==> src/hdl/fet_pkg.sv <==
// Shared types, constants and sizes for the flow event tracker.
package fet_pkg;

    localparam int TABLE_ENTRIES = 256;
    localparam int FLOW_ID_BITS  = 16;

    localparam int IDX_BITS = (TABLE_ENTRIES > 1) ? $clog2(TABLE_ENTRIES) : 1;
    localparam int CNT_BITS = $clog2(TABLE_ENTRIES + 1);

    localparam logic [15:0] ID_MASK =
        (FLOW_ID_BITS >= 16) ? 16'hFFFF : 16'((32'd1 << FLOW_ID_BITS) - 32'd1);

    localparam logic [2:0] CODE_SEND = 3'd0;
    localparam logic [2:0] CODE_RECV = 3'd3;
    localparam logic [2:0] CODE_DROP = 3'd4;

    localparam logic [8:0]         CNT9_MAX  = 9'h1FF;
    localparam logic [31:0]        CNT32_MAX = 32'hFFFF_FFFF;
    localparam logic signed [15:0] PEND_MAX  = 16'sh7FFF;
    localparam logic signed [15:0] PEND_MIN  = 16'sh8000;

    typedef struct packed {
        logic [15:0]        flow;
        logic signed [15:0] pending;
        logic [31:0]        sent;
        logic [31:0]        lost;
        logic [31:0]        start;
        logic [31:0]        last;
    } fet_rec_t;

    localparam int REC_BITS = $bits(fet_rec_t);

    typedef enum logic [1:0] {
        ST_IDLE,
        ST_SCAN,
        ST_UPDATE
    } fet_state_t;

    typedef struct packed {
        logic load;
        logic scan;
        logic take;
        logic update;
    } fet_cmd_t;

    typedef struct packed {
        logic hit;
        logic miss;
    } fet_status_t;

endpackage

==> src/hdl/fet_ctrl.sv <==
// Controller state machine: sequence load, table scan and update per event.
module fet_ctrl import fet_pkg::*; (
    input  logic        clk,
    input  logic        rst_n,
    input  logic        start,
    input  fet_status_t status,
    output fet_cmd_t    cmd,
    output logic        busy
);

    fet_state_t state_reg;
    fet_state_t state_next;

    always_ff @(posedge clk or negedge rst_n)
    begin
        if (!rst_n)
        begin
            state_reg <= ST_IDLE;
        end
        else
        begin
            state_reg <= state_next;
        end
    end

    always_comb
    begin
        state_next = state_reg;
        cmd        = '0;
        busy       = 1'b1;
        unique case (state_reg)
            ST_IDLE:
            begin
                busy = 1'b0;
                if (start)
                begin
                    cmd.load   = 1'b1;
                    state_next = ST_SCAN;
                end
            end
            ST_SCAN:
            begin
                cmd.scan = 1'b1;
                if (status.hit || status.miss)
                begin
                    cmd.take   = 1'b1;
                    state_next = ST_UPDATE;
                end
            end
            ST_UPDATE:
            begin
                cmd.update = 1'b1;
                state_next = ST_IDLE;
            end
            default:
            begin
                state_next = ST_IDLE;
            end
        endcase
    end

endmodule

==> config.mk <==
export PLATFORM = sky130hd
export DESIGN_NAME = fet_ctrl
export DESIGN_NICKNAME = d
export VERILOG_FILES = /design/src/hdl/fet_pkg.sv /design/src/hdl/fet_ctrl.sv
export SDC_FILE = /design/constraint.sdc
export NUM_CORES = 1
export LEC_CHECK = 0
export BUFFER_PORTS_ARGS = -buffer_cell sky130_fd_sc_hd__buf_2
export CAP_MARGIN = 20
export CORE_AREA = 4 4 41 43
export CTS_CLUSTER_DIAMETER = 60
export DETAILED_ROUTE_END_ITERATION = 10
export DIE_AREA = 0 0 45 47
export SETUP_SLACK_MARGIN = 0.3
export SLEW_MARGIN = 15
export SYNTH_ARGS = -nofsm -noshare
export SYNTH_HDL_FRONTEND = slang
export SYNTH_SLANG_ARGS = --single-unit
==> constraint.sdc <==
create_clock -name clk -period 2.2 [get_ports clk]
set_input_delay 0.11 -clock clk [delete_from_list [all_inputs] [get_ports clk]]
set_output_delay 0.11 -clock clk [all_outputs]
set_load 0.01 [all_outputs]
-- Word level (Yosys, flattened, before mapping)
Cells that the tools add are included.
- output and inout port bits: 5
- logic and storage cells: 17
- input port bits: 5
- bits in registers: 2
- muxes and demuxes: 9
- equal/unequal tests: 4
- reduce and logical (&&, ||, !) cells: 3
- operators by type and width (operator ; number):
    two-way mux 2 bit ; 3
    two-way mux 1 bit ; 5
    inequality test 2 bit, second input constant ; 2
    case mux 2 bit (2 select lines) ; 1
    equality test 2 x 1 -> 1 bit, second input constant ; 1
    equality test 2 bit, second input constant ; 1
    zero test 2 bit ; 1
    AND reduction 2 bit ; 1
    logical OR 1 bit ; 1

-- Depth between registers and ports, before layout
Gate-level depths: netlist of the first run.
- word-level depth: 3
- depth in mapped cells: 2
- gate-level depth less buffers: 2

-- Worst setup path after synthesis of the first run
No wires, ideal clock.
- path type: register to output
- start point: register state_reg[1]
- end point: output port cmd[1] in the netlist's numbering
- arrival time: 745 ps
- path slack: 1345 ps
- cell stages (with the launch flop): 3
- buffers on the path: 0
- path through: dfrtp_1 > nor2b_4 > and2b_1
- RTL lines (item ; RTL line ; text):
    start, declared ; fet_ctrl.sv:11 ; fet_state_t state_reg;
    start signal, assigned ; fet_ctrl.sv:22 ; state_reg <= state_next;
    end, declared ; fet_ctrl.sv:7 ; output fet_cmd_t cmd,

==> results of run 1 <==
-- worst register-to-register path, cell delays in order (launching register included) --
cell and delay (ns):
dfrtp_1 0.39, nor2b_4 0.15, a21o_1 0.17
-- path summary, 6_finish.rpt --
kind | startpoint | to | slack, ns | cells after the start
worst max-delay path | state_reg[0]$_DFFE_PN0P_ | cmd[1] | 1.05 | 3
worst min-delay path | rst_n | state_reg[1]$_DFFE_PN0P_ | 0.20 | 2
worst max register to register | state_reg[0]$_DFFE_PN0P_ | state_reg[0]$_DFFE_PN0P_ | 1.38 | 2
worst min register to register | state_reg[0]$_DFFE_PN0P_ | state_reg[0]$_DFFE_PN0P_ | 0.63 | 2
max in group asynchronous | rst_n | state_reg[0]$_DFFE_PN0P_ | 1.90 | 2
min in group clk | status[1] | state_reg[0]$_DFFE_PN0P_ | 0.20 | 3
-- power by group --
group          internal, mW  switching [mW]  total [mW]
clock                0.0603          0.0227      0.0830
sequential           0.0448         0.00935      0.0541
combinational        0.0375          0.0303      0.0678
total                 0.143          0.0623       0.205
-- synthesized netlist by cell type --
| library cell | count | share of area [%] |
|---|---|---|
| and2b_1 | 2 | 13 |
| dfrtp_1 | 2 | 43 |
| a21o_1 | 1 | 6.4 |
| and2b_2 | 1 | 7.4 |
| nor2_1 | 1 | 3.2 |
| nor2b_4 | 1 | 12 |
| nor3b_2 | 1 | 11 |
| or2_1 | 1 | 5.3 |
-- cell usage in the layout (no fill, tap or decap) --
cell type	count
a21o_1	1
and2b_1	2
and2b_2	1
buf_2	9
clkbuf_4	3
dfrtp_1	2
dlygate4sd3_1	1
nor2_1	1
nor2b_4	1
nor3b_2	1
or2_1	1
-- layer usage --
metal	up-vias	part of all wire, %	GRT usage [%]
met3	2	17	2.299
met1	48	46	4.100
li1	60	-	-
met5	-	0	0
met4	0	4.4	8.772
met2	11	32	5.367
-- metrics by stage --
| stage | area, um^2 | util, % | hold slack (ns) | setup slack, ns |
|---|---|---|---|---|
| final | 214.0 | 16.44 | 0.1977 | 1.047 |
| after floorplan | 117.6 | - | -0.1856 | 1.345 |
| after global placement | 181.4 | 13.94 | -0.1017 | 1.278 |
| after detailed placement | 181.4 | 13.94 | -0.09968 | 1.275 |
| after CTS | 214.0 | 16.44 | 0.1880 | 1.023 |
| after global routing | 214.0 | 16.44 | 0.1966 | 0.9705 |
-- cell type report --
cell class | count | area [um^2]
Fill cell | 156 | 1087
Multi-Input combinational cell | 8 | 67.56
Timing Repair Buffer | 10 | 55.05
Sequential cell | 2 | 50.05
Clock buffer | 3 | 22.52
Tap cell | 15 | 18.77
-- timing repair --
item	4_1_cts	5_1_grt
endpoints found under the hold margin	2	0
buffers inserted	0	0
hold buffers	1	0
-- logic make-up (layout without fill, tap and decap cells) --
| logic type | Yosys count | after routing | share of synthesized area [%] |
|---|---|---|---|
| simple gates | 7 | 7 | 51.06 |
| flops | 2 | 2 | 42.55 |
| buf+inv | 0 | 13 | 0 |
| compound gates | 1 | 1 | 6.385 |
==> results_dict.tcl, run 1 <==
set metrics [dict create \
    antenna_found_initial 0 \
    start_util_pct 9.038 \
    peakVddDrop_v 0.0002171 \
    clock-sinks 2 \
    total_power_mw 0.2048 \
    die_area_um2 2115 \
    cts.htree.levels 1 \
    drc 0 \
    synth_cell_types 8 \
    via_per_inst 3.184 \
    syn_area_per_cell_um2 11.76 \
    grt_pass1_wl_um 545 \
    placed_cells 34 \
    fmax_mhz 867.3 \
    ys_ff_latch 2 \
    routabilityCongestion 0.6111 \
    critPathLaunchType "flip-flop" \
    critPathMaxStageDelay_ns 0.39 \
    cp.arrival_ns 1.04 \
    vias 121 \
    grt_max_degree 5 \
    overflow 0 \
    synth.cell_area_um2 117.6 \
    status "finished, final reports clean" \
    p_leak_nw 0.1238 \
    fin_cells 38 \
    drtIter0Drc 1 \
    synth_cells 10 \
    crit_family "flip-flops" \
    num_io_pins 10 \
    cts-resized-gates 0 \
    clock_skew_ns 0.0006830 \
    area_growth_pct 81.91 \
    fp.dieW_um 45 \
    drv_slew 0 \
    cts_buffers 3 \
    grt_pass1_vias 146 \
    clk_pin_slew_ns 0.03 \
    coreArea_um2 1301 \
    critical_path.max_fanout 4 \
    firstDrtPassIters 2 \
    final_hold_viol_count 0 \
    finalSetupViolations 0 \
    tightest_slew_ns 0.1844 \
    cts_buffer_depth 2 \
    num_antenna_cells 0 \
    drtAntennaViolNets 0 \
    layout.nets 30 \
    largest_register_ffs 2 \
    max-cap-violations 0 \
    rsz0062_at_grt "false" \
    setup-tns-final_ns 0 \
    row_count 13 \
    cp.required_ns 2.09 \
    drt-total-wl_um 340 \
    grt_usage_pct 4.585 \
    max_slew_margin_pct 87.65 \
    criticalPathCategory "reg2out" \
    route.detailed.wl_per_inst_um 8.947 \
    power_density_nw_per_um2 957.4 \
    worst-path-buf-inv 1 \
    clock_latency_ns 0.23 \
    hold_path_class "in2async" \
    cts_tree "done" \
    fin_crit_ns 1.153 \
    ys_warn_count 0 \
    syn_nets 15 \
    portBuffers 9 \
    seq_area_frac_synth_pct 42.55 \
    die_y_um 47 \
    cts_root_buf "clkbuf_4" \
    cp-end-kind "primary output" \
    drive_above_1_share_pct 65.22 \
    cp_slowest_cell "dfrtp_1" \
    finalCritPeriodShare_pct 52.41 \
    worstPathCellList "nor2b_4, and2b_1, buf_2" \
]
Note: power is estimated with default switching activity, not from simulation.
==> run 2, diff against run 1 <==
==> constraint.sdc (replaced) <==
create_clock -name clk -period 1.08 [get_ports clk]
set_input_delay 0.054 -clock clk [delete_from_list [all_inputs] [get_ports clk]]
set_output_delay 0.054 -clock clk [all_outputs]
set_load 0.01 [all_outputs]
==> run 2 against run 1 <==
The flow now finishes with violations (setup timing); routed wire length down 0.29%; clock skew about the same; die area unchanged; largest power group is now combinational cells.
==> results_dict.tcl, run 2 (synthesis results as in run 1) <==
set metrics [dict create \
    status "complete, but fails checks" \
    violations "setup timing" \
    die_y_um 47 \
    start_util_pct 9.038 \
    critical_path.max_fanout 4 \
    cts.htree.levels 1 \
    cts_buffers 3 \
    register_area_um2 51.30 \
    peakVddDrop_v 0.0003468 \
    finalCritPeriodShare_pct 102.4 \
    cts_buffer_depth 2 \
    rsz0062_at_grt "true" \
    layout_commonest_cell "buf_2" \
    antenna_found_initial 0 \
    fmax_mhz 904.4 \
    via_per_inst 2.974 \
    mostFrequentLayoutCells "7 x buf_2, 3 x clkbuf_4, 2 x and2b_1, 2 x buf_6" \
    crit_family "flip-flops" \
    fin_crit_ns 1.106 \
    critPathLaunchType "flip-flop" \
    n_fill_cell 156 \
    worstPathCellList "nor3b_2, buf_2" \
    vias 116 \
    max-cap-violations 0 \
    final_hold_viol_count 0 \
    largest_register_ffs 2 \
    layout.nets 31 \
    drv_slew 0 \
    clk_pin_slew_ns 0.03 \
    drtIter0Drc 0 \
    cts_root_buf "clkbuf_4" \
    grt_max_degree 5 \
    critPathMaxStageDelay_ns 0.42 \
    clock-sinks 2 \
    firstDrtPassIters 1 \
    grt_pass1_vias 133 \
    cp.required_ns 1.03 \
    clock_skew_ns 0.0005708 \
    power_density_nw_per_um2 1911 \
    placed_cells 34 \
    route.detailed.wl_per_inst_um 8.692 \
    worst-path-buf-inv 1 \
    drtAntennaViolNets 0 \
    coreArea_um2 1301 \
    fp.dieW_um 45 \
    tightest_slew_ns 0.2124 \
    fin_cells 39 \
    cp-end-kind "primary output" \
    clock_latency_ns 0.22 \
    portBuffers 9 \
    cp.arrival_ns 1.05 \
    multi_input_area_um2 67.56 \
    cts_tree "done" \
    dpl_worst_slack_ns 0.2043 \
    drive_above_1_share_pct 70.83 \
    drt-total-wl_um 339 \
    grt_usage_pct 4.344 \
    area_growth_pct 100.0 \
    final_util_pct 18.08 \
    num_antenna_cells 0 \
    grt_pass1_wl_um 476 \
    holdWs_ns 0.1395 \
    overflow 0 \
    routabilityCongestion 0.5942 \
    finalWorstSetupSlack_ns -0.02572 \
    num_io_pins 10 \
    die_area_um2 2115 \
    drc 0 \
    p_leak_nw 0.1299 \
    cp_slowest_cell "dfrtp_2" \
    max_slew_margin_pct 85.78 \
    row_count 13 \
    finalSetupViolations 2 \
    hold_path_class "in2reg" \
    criticalPathCategory "reg2out" \
]
## run 2: power by group
part	switching (mW)	internal (mW)	leakage, nW
combinational	0.0696	0.105	0.0918
sequential	0.0190	0.0927	0.0243
clock	0.0413	0.123	0.0138
total	0.130	0.320	0.130
## run 2: path summary, 6_finish.rpt
| kind | cells after the start | startpoint | end | slack [ns] |
|---|---|---|---|---|
| hold / removal | 3 | status[1] | state_reg[0]$_DFFE_PN0P_ | 0.14 |
| setup / recovery | 2 | state_reg[1]$_DFFE_PN0P_ | cmd[3] | -0.03 |
| max in group asynchronous | 2 | rst_n | state_reg[1]$_DFFE_PN0P_ | 0.82 |
| hold reg to reg | 2 | state_reg[0]$_DFFE_PN0P_ | state_reg[0]$_DFFE_PN0P_ | 0.63 |
| min in group asynchronous | 2 | rst_n | state_reg[1]$_DFFE_PN0P_ | 0.15 |
| setup reg to reg | 2 | state_reg[1]$_DFFE_PN0P_ | state_reg[0]$_DFFE_PN0P_ | 0.26 |
## run 2: worst register-to-register path: stages (launching register included)
cell     delay (ns)
dfrtp_2        0.42
nor3b_2        0.23
a21o_1         0.11
## run 2: per-stage QoR
stage / area (um^2) / TNS [ns] / total power, mW
final: 235.2 / -0.04057 / 0.4496
after global routing: 235.2 / -0.1590 / 0.4803
after CTS: 220.2 / -0.08130 / 0.4361
after detailed placement: 181.4 / 0 / 0.2484
after global placement: 181.4 / 0 / 0.2472
after floorplan: 117.6 / 0 / 0.1921
## run 2: timing repair
action / 4_1_cts / 5_1_grt
resized for setup: 1 / 2
hold buffers: 1 / 0
setup buffers: 0 / 1
setup endpoints to repair: 7 / 7
hold endpoints to repair: 2 / 0
## run 2: per-layer routing
metal  share of wire, %  wire length (um)  global-route usage [%]
met5                  0                 0                       0
met4                  0                 0                   7.018
met3                 19                64                   4.598
met2                 38               128                   4.520
met1                 43               147                   3.409
## run 2: cell type report
class,count,share of cell area [%]
flip-flops and latches,2,21.81
multi-input cells,8,28.72
well taps,15,7.979
clock buffers,3,9.574
repair buffers,11,31.91
==> run 3, diff against run 2 <==
--- a/config.mk
+++ b/config.mk
@@ -5,6 +5,7 @@
 export SDC_FILE = /design/constraint.sdc
 export NUM_CORES = 1
 export LEC_CHECK = 0
+export ABC_AREA = 1
 export BUFFER_PORTS_ARGS = -buffer_cell sky130_fd_sc_hd__buf_2
 export CAP_MARGIN = 20
 export CORE_AREA = 4 4 41 43
==> run 3 against run 2 <==
The run now ends clean; combinational power up 20%; critical path depth up 3; sequential cell count unchanged; clock-buffer cell count unchanged; first-iteration DRC count unchanged; clock power about the same; fmax up 6.3%; hold slack worse by 0.042 ns; register-to-register slack worse by 0.12 ns; critical path type unchanged; largest cell class unchanged.
==> results_dict.tcl, run 3 <==
set metrics [dict create \
    status "finished, final reports clean" \
    grt_max_degree 4 \
    dpl.hpwl_um 240.9 \
    mostFrequentLayoutCells "8 x buf_2, 4 x buf_4, 3 x inv_2, 3 x nand2_1, 3 x clkbuf_4" \
    layout.nets 39 \
    synth_top_area_cell "dfrtp_1" \
    placed_cells 39 \
    swShare_pct 31.65 \
    synth.cell_area_um2 107.6 \
    total_power_mw 0.4776 \
    die_y_um 47 \
    row_count 13 \
    syn_area_per_cell_um2 7.174 \
    cts_tree "done" \
    yosys_most_used_dff "dfrtp_1" \
    fp.dieW_um 45 \
    synth_cell_types 7 \
    start_util_pct 8.269 \
    cp-end-kind "primary output" \
    num_antenna_cells 0 \
    clock_skew_ns 0.0003823 \
    route.detailed.wl_per_inst_um 7.085 \
    critical_path.max_fanout 3 \
    power_density_nw_per_um2 1947 \
    final_area_um2 245.2 \
    overflow 0 \
    largest_register_ffs 2 \
    synth-edff-count 0 \
    criticalPathCategory "reg2out" \
    synth_top_area_share_pct 46.51 \
    coreArea_um2 1301 \
    cts_buffers 3 \
    layout_commonest_cell "buf_2" \
    p_int_mw 0.3264 \
    drc 0 \
    firstDrtPassIters 1 \
    grt_pass1_wl_um 538 \
    finalSetupViolations 0 \
    drv_slew 0 \
    max_slew_margin_pct 84.04 \
    ys_ff_latch 2 \
    max-cap-violations 0 \
    num_io_pins 10 \
    die_area_um2 2115 \
    rsz0062_at_grt "true" \
    hold_path_class "in2reg" \
    synth_cells 15 \
    drtIter0Drc 0 \
    synth.area.top_cells "dfrtp_1 47%, nor2_1 14%, nand2_1 10%" \
    placed_cell_area_um2 173.9 \
    synth_common_cells "4 x nor2_1, 3 x nand2_1, 2 x dfrtp_1, 2 x inv_1, 2 x inv_2" \
    p_leak_nw 0.1424 \
    pwr-share-seq_pct 22.0 \
    holdWs_ns 0.09783 \
    clk_pin_slew_ns 0.03 \
    clock_latency_ns 0.22 \
    final_hold_viol_count 0 \
    tightest_slew_ns 0.2384 \
    peakVddDrop_v 0.0003052 \
    area_growth_pct 127.9 \
    fin_crit_ns 1.040 \
    cts.htree.levels 1 \
    switchingPower_mw 0.1512 \
    fmax_mhz 961.1 \
    yosys.cell_count.top_type "nor2_1" \
    antenna_found_initial 0 \
    critPathLaunchType "flip-flop" \
    drtAntennaViolNets 0 \
    clock-sinks 2 \
    ys_warn_count 0 \
    grt_usage_pct 4.344 \
    pwr-share-comb_pct 43.7 \
    p_clk_share_pct 34.3 \
    via_per_inst 3.128 \
    drive_above_1_share_pct 68.75 \
    vias 147 \
    finalCritPeriodShare_pct 96.34 \
    fin_cells 47 \
    synthArstFlopShare_pct 100.0 \
    cts_root_buf "clkbuf_4" \
    cts_buffer_depth 2 \
    grt_pass1_vias 155 \
    syn_nets 20 \
    final_util_pct 18.85 \
    portBuffers 9 \
    seq_area_frac_synth_pct 46.51 \
    cp.required_ns 1.03 \
    routabilityCongestion 0.5420 \
    drt-total-wl_um 333 \
    cp.arrival_ns 0.99 \
]
[run 3: changes by cell type after synthesis, moves of 2 or more]
cell     before  now
inv_2         0    2
nor2_1        1    4
and2b_1       2    0
nand2_1       0    3
inv_1         0    2
[run 3: what timing repair did]
action | 4_1_cts | 5_1_grt
hold buffers | 1 | 0
setup buffers | 2 | 2
setup endpoints to repair | 5 | 7
pin swaps | 3 | 0
gates resized for setup | 2 | 1
hold endpoints to repair | 2 | 0
[run 3: metal layers]
metal	share of wire, %	vias up	track usage, %
met5	0	-	0
met4	0	0	8.772
met3	15	0	3.448
met2	56	6	5.932
met1	28	65	2.273
li1	-	76	-
[run 3: kinds of logic after synthesis]
logic type | count (synthesis) | share of synthesized area (%)
and+or+nand+nor | 9 | 39.52
DFF | 2 | 46.51
buffers and inverters | 4 | 13.96
[run 3: worst max-delay path, cell delays in order, from the launching register on]
cell	delay [ns]
dfrtp_1	0.34
inv_2	0.06
nor2_4	0.12
inv_2	0.05
nor2_2	0.06
buf_2	0.13
[run 3: area by class of cell]
class	instances	area, um^2
sequential	2	50.05
multi-input combinational	9	47.55
timing repair buffer	14	91.34
inverter	4	15.01
fill	160	1056
tap	15	18.77
clock buffer	3	22.52
[run 3: power by group through the flow]
stage	Sequential, mW	Combinational, mW	Clock [mW]
floorplan	0.103	0.0865	0
global placement	0.104	0.140	0
detailed placement	0.104	0.140	0
CTS	0.105	0.183	0.176
global route	0.105	0.234	0.180
finish	0.105	0.209	0.164
[run 3: stage by stage]
stage	worst slack [ns]	setup TNS, ns
after floorplan	0.3164	0
after global placement	0.2667	0
after detailed placement	0.2619	0
after CTS	0.02522	0
after global routing	-0.04998	-0.07257
final	0.03955	0
[run 3: path summary, 6_finish.rpt]
path,slack (ns),endpoint,depth (start not counted),from
min reg2reg,0.58,state_reg[0]$_DFFE_PN0P_,3,state_reg[1]$_DFFE_PN0P_
max in group asynchronous,0.84,state_reg[1]$_DFFE_PN0P_,2,rst_n
max,0.04,cmd[1],5,state_reg[0]$_DFFE_PN0P_
min in group asynchronous,0.15,state_reg[0]$_DFFE_PN0P_,2,rst_n
max reg2reg,0.14,state_reg[1]$_DFFE_PN0P_,6,state_reg[0]$_DFFE_PN0P_
min,0.1,state_reg[1]$_DFFE_PN0P_,3,status[1]
